### src/design/stq_pkg.sv
// Shared types and constants for the sorted timer queue.
// Used by stq_cell and sorted_timer_queue; depends on nothing else.
package stq_pkg;

    localparam int QUEUE_DEPTH = 16;
    localparam int MAX_RESULTS = 16;

    localparam int CNT_W   = $clog2(QUEUE_DEPTH + 1);
    localparam int POP_W   = $clog2(MAX_RESULTS);
    localparam int CMD_W   = 2;
    localparam int ST_W    = 2;
    localparam int KEY_W   = 16;
    localparam int TIME_W  = 32;
    localparam int DELAY_W = 32;
    localparam int DL_W    = 33;
    localparam int TV_W    = 34;

    typedef enum logic [CMD_W-1:0] {
        CMD_REQUEST = 2'd0,
        CMD_CANCEL  = 2'd1,
        CMD_TICK    = 2'd2,
        CMD_WAIT    = 2'd3
    } cmd_t;

    typedef enum logic [ST_W-1:0] {
        ST_OK        = 2'd0,
        ST_NOT_FOUND = 2'd1,
        ST_FULL      = 2'd2,
        ST_NONE_DUE  = 2'd3
    } status_t;

    typedef struct packed {
        logic              insert;
        logic [DL_W-1:0]   new_dl;
        logic [KEY_W-1:0]  new_key;
        logic [KEY_W-1:0]  find_key;
        logic [TIME_W-1:0] now;
    } stq_bcast_t;

    typedef struct packed {
        logic hit;
        logic lt;
        logic due;
    } stq_flags_t;

endpackage

### src/design/sorted_timer_queue.sv
// Top level of the sorted timer queue: controller, output register and the
// chain of stq_cell slots. Depends on stq_pkg and stq_cell.
//
// Timers sit in a chain of QUEUE_DEPTH cells in deadline order, equal
// deadlines in insertion order. One item is handled at a time and in_ready is
// high only while the block is idle. A request runs a key search, removal of
// an old entry with the same key and a sorted insert; on a full queue with no
// such entry it ends after the search. A tick pops due timers from the head,
// the chain moving one slot per popped timer, up to MAX_RESULTS per tick.
// Results leave through an output register; a stalled out_ready holds the
// item in progress.
module sorted_timer_queue (
    input  logic                          clk,
    input  logic                          rst_n,
    input  logic                          in_valid,
    output logic                          in_ready,
    input  logic [stq_pkg::CMD_W-1:0]     command,
    input  logic [stq_pkg::KEY_W-1:0]     timer_key,
    input  logic signed [stq_pkg::DELAY_W-1:0] delay_secs,
    input  logic [stq_pkg::TIME_W-1:0]    now_secs,
    output logic                          out_valid,
    input  logic                          out_ready,
    output logic [stq_pkg::ST_W-1:0]      status,
    output logic signed [stq_pkg::TV_W-1:0] time_value,
    output logic [stq_pkg::KEY_W-1:0]     expired_key,
    output logic                          last
);
    import stq_pkg::*;

    typedef enum logic [4:0] {
        S_IDLE   = 5'b00001,
        S_FIND   = 5'b00010,
        S_REMOVE = 5'b00100,
        S_INSERT = 5'b01000,
        S_TICK   = 5'b10000
    } state_t;

    state_t state_reg;
    state_t state_next;

    logic [CNT_W-1:0] count_reg;
    logic [CNT_W-1:0] count_next;
    logic [POP_W-1:0] pop_reg;
    logic [POP_W-1:0] pop_next;

    cmd_t              cmd_reg;
    logic [KEY_W-1:0]  key_reg;
    logic [DL_W-1:0]   when_reg;
    logic [TIME_W-1:0] now_reg;
    logic [DELAY_W-1:0] delay_reg;

    logic [QUEUE_DEPTH-1:0] match_reg;
    logic [DL_W-1:0]        sel_dl_reg;
    logic [DL_W-1:0]        sel_dl;

    logic                out_valid_reg;
    logic [ST_W-1:0]     status_reg;
    logic [TV_W-1:0]     tv_reg;
    logic [KEY_W-1:0]    exp_key_reg;
    logic                last_reg;
    logic                out_free;

    logic             emit;
    status_t          emit_status;
    logic [TV_W-1:0]  emit_tv;
    logic [KEY_W-1:0] emit_key;
    logic             emit_last;

    logic [QUEUE_DEPTH-1:0] shift_mask;
    logic [QUEUE_DEPTH-1:0] remove_mask;
    logic [QUEUE_DEPTH-1:0] occ;
    logic [QUEUE_DEPTH-1:0] hit_vec;
    logic                   any_hit;
    logic                   insert;
    logic                   tick_last;
    logic [DL_W-1:0]        when_in;

    stq_bcast_t  bcast;
    stq_flags_t  cell_flags [QUEUE_DEPTH];
    logic [DL_W-1:0]  cell_dl  [QUEUE_DEPTH];
    logic [KEY_W-1:0] cell_key [QUEUE_DEPTH];

    logic signed [TV_W-1:0] delay_ext;
    logic signed [TV_W-1:0] head_diff;
    logic signed [TV_W-1:0] sel_diff;
    logic signed [TV_W-1:0] wait_tv;
    logic signed [TV_W-1:0] left_tv;

    assign bcast.insert   = insert;
    assign bcast.new_dl   = when_reg;
    assign bcast.new_key  = key_reg;
    assign bcast.find_key = key_reg;
    assign bcast.now      = now_reg;

    genvar g;
    generate
        for (g = 0; g < QUEUE_DEPTH; g++)
        begin : g_cell
            logic              p_occ;
            logic              p_lt;
            logic [DL_W-1:0]   p_dl;
            logic [KEY_W-1:0]  p_key;
            logic [DL_W-1:0]   n_dl;
            logic [KEY_W-1:0]  n_key;

            assign occ[g]         = CNT_W'(g) < count_reg;
            assign hit_vec[g]     = cell_flags[g].hit;
            assign remove_mask[g] = |match_reg[g:0];

            if (g == 0)
            begin : g_first
                assign p_occ = 1'b1;
                assign p_lt  = 1'b0;
                assign p_dl  = '0;
                assign p_key = '0;
            end
            else
            begin : g_mid
                assign p_occ = occ[g-1];
                assign p_lt  = cell_flags[g-1].lt;
                assign p_dl  = cell_dl[g-1];
                assign p_key = cell_key[g-1];
            end

            if (g == QUEUE_DEPTH - 1)
            begin : g_end
                assign n_dl  = '0;
                assign n_key = '0;
            end
            else
            begin : g_body
                assign n_dl  = cell_dl[g+1];
                assign n_key = cell_key[g+1];
            end

            stq_cell u_cell (
                .clk        (clk),
                .bcast      (bcast),
                .shift_down (shift_mask[g]),
                .occ        (occ[g]),
                .prev_occ   (p_occ),
                .prev_lt    (p_lt),
                .prev_dl    (p_dl),
                .prev_key   (p_key),
                .next_dl    (n_dl),
                .next_key   (n_key),
                .flags      (cell_flags[g]),
                .dl         (cell_dl[g]),
                .key        (cell_key[g])
            );
        end
    endgenerate

    assign any_hit = |hit_vec;

    always_comb
    begin
        sel_dl = '0;
        for (int i = 0; i < QUEUE_DEPTH; i++)
        begin
            sel_dl = sel_dl | (cell_dl[i] & {DL_W{hit_vec[i]}});
        end
    end

    assign when_in = {1'b0, now_secs}
                   + {1'b0, (delay_secs[DELAY_W-1] ? {DELAY_W{1'b0}} : delay_secs)};

    assign delay_ext = {{(TV_W - DELAY_W){delay_reg[DELAY_W-1]}}, delay_reg};
    assign head_diff = $signed({1'b0, cell_dl[0]}) - $signed({2'b00, now_reg});
    assign sel_diff  = $signed({1'b0, sel_dl_reg}) - $signed({2'b00, now_reg});

    always_comb
    begin
        if (count_reg == '0)
        begin
            wait_tv = delay_reg[DELAY_W-1] ? {TV_W{1'b1}} : delay_ext;
        end
        else if (head_diff < 0)
        begin
            wait_tv = '0;
        end
        else if (!delay_reg[DELAY_W-1] && (head_diff > delay_ext))
        begin
            wait_tv = delay_ext;
        end
        else
        begin
            wait_tv = head_diff;
        end
        left_tv = (sel_diff < 0) ? '0 : sel_diff;
    end

    assign tick_last = (pop_reg == POP_W'(MAX_RESULTS - 1)) || !cell_flags[1].due;
    assign out_free  = !out_valid_reg || out_ready;
    assign in_ready  = (state_reg == S_IDLE);

    always_comb
    begin
        state_next  = state_reg;
        count_next  = count_reg;
        pop_next    = pop_reg;
        emit        = 1'b0;
        emit_status = ST_OK;
        emit_tv     = '0;
        emit_key    = '0;
        emit_last   = 1'b1;
        insert      = 1'b0;
        shift_mask  = '0;
        unique case (state_reg)
            S_IDLE:
            begin
                pop_next = '0;
                if (in_valid)
                begin
                    state_next = (cmd_t'(command) == CMD_TICK) ? S_TICK : S_FIND;
                end
            end
            S_FIND:
            begin
                unique case (cmd_reg)
                    CMD_REQUEST:
                    begin
                        if (any_hit)
                        begin
                            state_next = S_REMOVE;
                        end
                        else if (count_reg == CNT_W'(QUEUE_DEPTH))
                        begin
                            if (out_free)
                            begin
                                emit        = 1'b1;
                                emit_status = ST_FULL;
                                state_next  = S_IDLE;
                            end
                        end
                        else
                        begin
                            state_next = S_INSERT;
                        end
                    end
                    CMD_CANCEL:
                    begin
                        if (any_hit)
                        begin
                            state_next = S_REMOVE;
                        end
                        else if (out_free)
                        begin
                            emit        = 1'b1;
                            emit_status = ST_NOT_FOUND;
                            emit_tv     = {TV_W{1'b1}};
                            state_next  = S_IDLE;
                        end
                    end
                    default:
                    begin
                        if (out_free)
                        begin
                            emit       = 1'b1;
                            emit_tv    = wait_tv;
                            state_next = S_IDLE;
                        end
                    end
                endcase
            end
            S_REMOVE:
            begin
                if (cmd_reg == CMD_REQUEST)
                begin
                    shift_mask = remove_mask;
                    count_next = count_reg - CNT_W'(1);
                    state_next = S_INSERT;
                end
                else if (out_free)
                begin
                    shift_mask = remove_mask;
                    count_next = count_reg - CNT_W'(1);
                    emit       = 1'b1;
                    emit_tv    = left_tv;
                    state_next = S_IDLE;
                end
            end
            S_INSERT:
            begin
                if (out_free)
                begin
                    insert     = 1'b1;
                    count_next = count_reg + CNT_W'(1);
                    emit       = 1'b1;
                    emit_tv    = {1'b0, when_reg};
                    state_next = S_IDLE;
                end
            end
            S_TICK:
            begin
                if (out_free)
                begin
                    emit = 1'b1;
                    if (cell_flags[0].due)
                    begin
                        emit_tv    = {1'b0, cell_dl[0]};
                        emit_key   = cell_key[0];
                        emit_last  = tick_last;
                        shift_mask = '1;
                        count_next = count_reg - CNT_W'(1);
                        pop_next   = pop_reg + POP_W'(1);
                        if (tick_last)
                        begin
                            state_next = S_IDLE;
                        end
                    end
                    else
                    begin
                        emit_status = ST_NONE_DUE;
                        state_next  = S_IDLE;
                    end
                end
            end
            default:
            begin
                state_next = S_IDLE;
            end
        endcase
    end

    always_ff @(posedge clk or negedge rst_n)
    begin
        if (!rst_n)
        begin
            state_reg     <= S_IDLE;
            count_reg     <= '0;
            pop_reg       <= '0;
            out_valid_reg <= 1'b0;
        end
        else
        begin
            state_reg <= state_next;
            count_reg <= count_next;
            pop_reg   <= pop_next;
            if (emit)
            begin
                out_valid_reg <= 1'b1;
            end
            else if (out_ready)
            begin
                out_valid_reg <= 1'b0;
            end
        end
    end

    always_ff @(posedge clk)
    begin
        if (in_valid && in_ready)
        begin
            cmd_reg   <= cmd_t'(command);
            key_reg   <= timer_key;
            when_reg  <= when_in;
            now_reg   <= now_secs;
            delay_reg <= delay_secs;
        end
        if (state_reg == S_FIND)
        begin
            match_reg  <= hit_vec;
            sel_dl_reg <= sel_dl;
        end
        if (emit)
        begin
            status_reg  <= emit_status;
            tv_reg      <= emit_tv;
            exp_key_reg <= emit_key;
            last_reg    <= emit_last;
        end
    end

    assign out_valid   = out_valid_reg;
    assign status      = status_reg;
    assign time_value  = tv_reg;
    assign expired_key = exp_key_reg;
    assign last        = last_reg;

endmodule

### src/design/stq_cell.sv
// One slot of the timer chain: holds a deadline and key, shifts to or from
// its neighbors. Depends on stq_pkg.
module stq_cell (
    input  logic                      clk,
    input  stq_pkg::stq_bcast_t       bcast,
    input  logic                      shift_down,
    input  logic                      occ,
    input  logic                      prev_occ,
    input  logic                      prev_lt,
    input  logic [stq_pkg::DL_W-1:0]  prev_dl,
    input  logic [stq_pkg::KEY_W-1:0] prev_key,
    input  logic [stq_pkg::DL_W-1:0]  next_dl,
    input  logic [stq_pkg::KEY_W-1:0] next_key,
    output stq_pkg::stq_flags_t       flags,
    output logic [stq_pkg::DL_W-1:0]  dl,
    output logic [stq_pkg::KEY_W-1:0] key
);
    import stq_pkg::*;

    logic [DL_W-1:0]  dl_reg;
    logic [DL_W-1:0]  dl_next;
    logic [KEY_W-1:0] key_reg;
    logic [KEY_W-1:0] key_next;

    always_comb
    begin
        flags.hit = occ && (key_reg == bcast.find_key);
        flags.lt  = occ && (bcast.new_dl < dl_reg);
        flags.due = occ && (dl_reg <= {1'b0, bcast.now});
    end

    always_comb
    begin
        dl_next  = dl_reg;
        key_next = key_reg;
        if (shift_down)
        begin
            dl_next  = next_dl;
            key_next = next_key;
        end
        else if (bcast.insert)
        begin
            if (prev_lt)
            begin
                dl_next  = prev_dl;
                key_next = prev_key;
            end
            else if (flags.lt || (!occ && prev_occ))
            begin
                dl_next  = bcast.new_dl;
                key_next = bcast.new_key;
            end
        end
    end

    always_ff @(posedge clk)
    begin
        dl_reg  <= dl_next;
        key_reg <= key_next;
    end

    assign dl  = dl_reg;
    assign key = key_reg;

endmodule

### config.mk
export PLATFORM = sky130hd
export DESIGN_NAME = sorted_timer_queue
export DESIGN_NICKNAME = d
export VERILOG_FILES = /design/src/design/stq_pkg.sv /design/src/design/sorted_timer_queue.sv /design/src/design/stq_cell.sv
export SDC_FILE = /design/constraint.sdc
export NUM_CORES = 2
export LEC_CHECK = 0
export ABC_CLOCK_PERIOD_IN_PS = 17900
export BUFFER_PORTS_ARGS = -buffer_cell sky130_fd_sc_hd__buf_4
export CORE_ASPECT_RATIO = 1.5
export CORE_MARGIN = 3
export CORE_UTILIZATION = 29
export DETAILED_ROUTE_END_ITERATION = 10
export PLACE_DENSITY_LB_ADDON = 0.3
export SLEW_MARGIN = 5
export SYNTH_ARGS = -nofsm -noshare
export SYNTH_HDL_FRONTEND = slang
export SYNTH_SLANG_ARGS = --single-unit
### constraint.sdc
create_clock -name clk -period 17.9 [get_ports clk]
set_input_delay 1.79 -clock clk [delete_from_list [all_inputs] [get_ports clk]]
set_output_delay 1.79 -clock clk [all_outputs]
set_load 0.02 [all_outputs]
==> run_results.csv <==
group,metric,value,unit
outcome,status,"finished, final reports clean",
clock_network,cts_max_path_buffers,3,
yosys,mappedNetlistArea,0.0737,mm²
yosys,yosys_register_bits,1016,
timing,worst_slack,10290,ps
pwr,ir_worst_vdd,0.0951,mV
clock_network,cts-root-buf,"clkbuf_16",
worst_setup_path,endpoint,"time_value[4]",
yosys,synthMuxAreaShare,9.72,%
floorplanning,die-area,0.260,mm²
detailed_routing,wirelength,334000,µm
yosys,seq_area_frac_synth,40.7,%
finish,final_net_count,8295,
yosys,syn_area_per_cell,9.70,µm²
pwr,power.density,120,mW/mm²
worst_setup_path,path_max_fanout,14,
worst_setup_path,crit_top_cell,"ha_1",
global_route,grt_pass1_wl,467000,µm
timing,slew_viol_final,0,
timing,fin_setup_tns,0,ps
yosys,synth-compound-area-share,17.7,%
floorplanning,core_area,0.253,mm²
worst_setup_path,r2r_slack,10290,ps
pwr,clkPwrFrac,27.1,%
yosys,synth_area_leaders,"edfxtp_1 39%, ha_1 12%, mux2i_1 8.7%",
yosys,synthDistinctLibCells,82,
clock_network,postCtsSetupRepairBufs,0,
yosys,syn_nets,8363,
yosys,syn_inst,7597,
pwr,p_int,0.00600,W
worst_setup_path,startpoint,"g_cell[0].u_cell.dl[6]",
floorplanning,start_util,29.1,%
floorplanning,rows,226,
clock_network,cts_hold_buf,0,
floorplanning,io-pin-count,141,
detailed_routing,vias_per_cell,5.78,
global_route,track_usage,24.7,%
timing,rsz0062_at_grt,"false",
timing,hold_viol,0,
finish,largest_reg_flops,528,
clock_network,cts_tree,"done",
yosys,synth-simple-area-share,10.3,%
detailed_routing,dr_wl_met2,158000,µm
worst_setup_path,cp.required,18520,ps
worst_setup_path,worstSetupPathType,"register to register",
clock_network,clkSinkCount,1016,
global_route,antenna_found_initial,13,
worst_setup_path,arrival,8230,ps
worst_setup_path,crit_slowest_cell,"nor3b_2",
detailed_routing,wl_per_cell,30.5,µm
yosys,yosys_warnings,0,
worst_setup_path,r2r_cells,20,
worst_setup_path,path_cells,"ha_1 -> a21o_1 -> a2bb2oi_1 -> o21ai_0 -> a21oi_1 -> o211ai_1 -> a311oi_1 -> o21ai_1 -> xor2_1 -> ha_1 -> nand4_1 -> or2_2 -> or4b_1 -> a31oi_1 -> nor4_1 -> mux2i_2 -> nor3b_2 -> nor2_1 -> o21a_1 -> o221ai_1",
placed_design,place_ws,10430,ps
pwr,net-switching-power,0.00394,W
timing,slew_headroom,12.6,%
detailed_routing,met1_length,120000,µm
detailed_routing,top_layer,"met5",
clock_network,clkLatencyLatePin,790,ps
clock_network,cts_inserted_buffers,114,
pwr,p_comb_share,39.5,%
yosys,synth_adder_area_share,11.6,%
worst_setup_path,rr_startpoint,"g_cell[0].u_cell.dl[6]",
worst_setup_path,end_kind,"register",
timing,min_period,7610,ps
detailed_routing,vias,63200,
placed_design,io_buffers,140,
worst_setup_path,worst-path-stages,20,
yosys,ys.flop_type,"edfxtp_1",
pwr,p_leak,34.6,nW
detailed_routing,route.met3.wl,25200,µm
clock_network,cts-resized-gates,0,
worst_setup_path,critPathTopFamily,"compound AO/OA/AOI/OAI gates",
pwr,p_seq_share,33.5,%
clock_network,htreeDepth,3,
finish,drive_above_1_share,8.86,%
worst_setup_path,slowest_delay,860,ps
worst_setup_path,cp-start-kind,"register",
placed_design,dp_hpwl,241000,µm
finish,area.growth.synth_to_final,12.5,%
yosys,synth_top_area_share,38.8,%
placed_design,gp_congestion,0.998,
finish,multi_input_area,0.0399,mm²
finish,stdcell_count,10900,
timing,timing.final.crit_share,42.5,%
global_route,grt_pass1_vias,62700,
timing,finClkSkew,43.8,ps
detailed_routing,drc_errors,0,
detailed_routing,detail-route-antenna-nets,0,
floorplanning,die_h,623,µm
worst_hold_path,hold_depth,2,
placed_design,placedCellCount,10700,
clock_network,cts.clk_slew.worst_paths,70,ps
yosys,synth_largest_area_cell,"edfxtp_1",
detailed_routing,dr.pass1.iters,9,
pwr,swShare,39.6,%
timing,setup_viol,0,
yosys,synth-edff-count,952,
detailed_routing,first_iter_violations,6895,
yosys,async_reset_ff_share,1.48,%
flow_run,drv_cap,0,
worst_setup_path,r2r-end,"time_value[4]",
finish,final-seq-area,0.0299,mm²
timing,max_freq,131,MHz
worst_setup_path,worst-path-buf-inv,0,
global_route,grt_overflow,0,
yosys,synth_xor_area_share,4.15,%
floorplanning,die_width,417,µm
timing,worstMarginPinSlew,1310,ps
yosys,synth_top_family_by_area,"compound AO/OA/AOI/OAI gates",
finish,fillers,26100,
global_route,grt_max_degree,75,
worst_hold_path,holdCritPathClass,"register to register",
[area by class of cell]
cell class / count / share of cell area [%]
Multi-Input combinational cell: 5455 / 48.2
Sequential cell: 1016 / 36.1
Tap cell: 3306 / 4.99
Clock buffer: 141 / 3.76
Inverter: 628 / 2.85
Timing Repair Buffer: 314 / 2.84
Clock inverter: 76 / 1.22
Antenna cell: 4 / 0.0121
[worst min path at each step]
stage,startpoint,to
after global routing,g_cell[15].u_cell.dl[28],g_cell[15].u_cell.dl[28]
after global placement,pop_reg[1],pop_reg[1]
final,pop_reg[1],pop_reg[1]
after CTS,g_cell[15].u_cell.dl[12],g_cell[15].u_cell.dl[12]
after detailed placement,g_cell[15].u_cell.dl[7],g_cell[15].u_cell.dl[7]
after floorplan,g_cell[15].u_cell.dl[11],g_cell[15].u_cell.dl[11]
[routing by layer]
layer	vias up	track usage [%]
met4	14	18.9
met3	1048	4.40
met2	3258	41.9
li1	27800	-
met5	-	0
met1	31100	27.5
[cells in the mapped netlist (72+ instances only)]
library cell / count
ha_1: 677
mux2i_1: 640
a21o_1: 215
nand4_1: 153
buf_2: 72
edfxtp_1: 952
a221oi_1: 168
xnor2_1: 121
inv_1: 627
nor3_1: 87
nand2_1: 452
nor2_1: 619
xor2_1: 228
a21oi_1: 722
a22o_1: 133
o21ai_0: 456
clkbuf_1: 404
a211oi_1: 96
[power groups by stage]
stage / logic (W) / registers, W / clock network [W]
floorplan: 0.00245 / 0.00332 / 0
global placement: 0.00379 / 0.00337 / 0
detailed placement: 0.00385 / 0.00336 / 0
CTS: 0.00387 / 0.00332 / 0.00273
global route: 0.00420 / 0.00334 / 0.00281
finish: 0.00393 / 0.00333 / 0.00269
[worst min-delay path: stages, from the launching register on]
cell and delay (ps):
dfrtp_1 370, nand2_1 50, o21ai_0 70
[placed cells by master (no fill, tap or decap), types with 51 or more instances in the layout]
| cell type | count |
|---|---|
| a211oi_1 | 95 |
| a21o_1 | 211 |
| a21oi_1 | 710 |
| a221oi_1 | 168 |
| a22o_1 | 133 |
| buf_4 | 314 |
| clkbuf_16 | 117 |
| edfxtp_1 | 952 |
| ha_1 | 677 |
| inv_1 | 625 |
| mux2_2 | 67 |
| mux2i_1 | 639 |
| nand2_1 | 451 |
| nand2b_1 | 51 |
| nand3_1 | 53 |
| nand4_1 | 153 |
| nor2_1 | 612 |
| nor2b_1 | 65 |
| nor3_1 | 77 |
| nor4_1 | 56 |
| o21ai_0 | 453 |
| xnor2_1 | 121 |
| xor2_1 | 228 |
[logic make-up (layout without fill, tap and decap cells)]
group                      after synthesis  after routing
AOI/OAI and AO/OA                     2065           2065
xor gates and xnor gates               349            349
adders and majority gates              680            680
buffers and inverters                 1126           1159
DFF                                   1016           1016
muxes                                  707            707
other                                    0              4
and+or+nand+nor                       1654           1654
[metrics by stage]
step	hold WS, ps	instance area, µm²	power, W	utilization [%]
2_1_floorplan	474	73700	0.00576	-
6_report	526	82900	0.00995	32.8
4_1_cts	525	82900	0.00992	32.8
3_3_place_gp	495	78700	0.00716	31.1
5_1_grt	553	82900	0.0104	32.8
3_5_place_dp	509	78700	0.00722	31.1
Power figures use the tool's default switching activity.
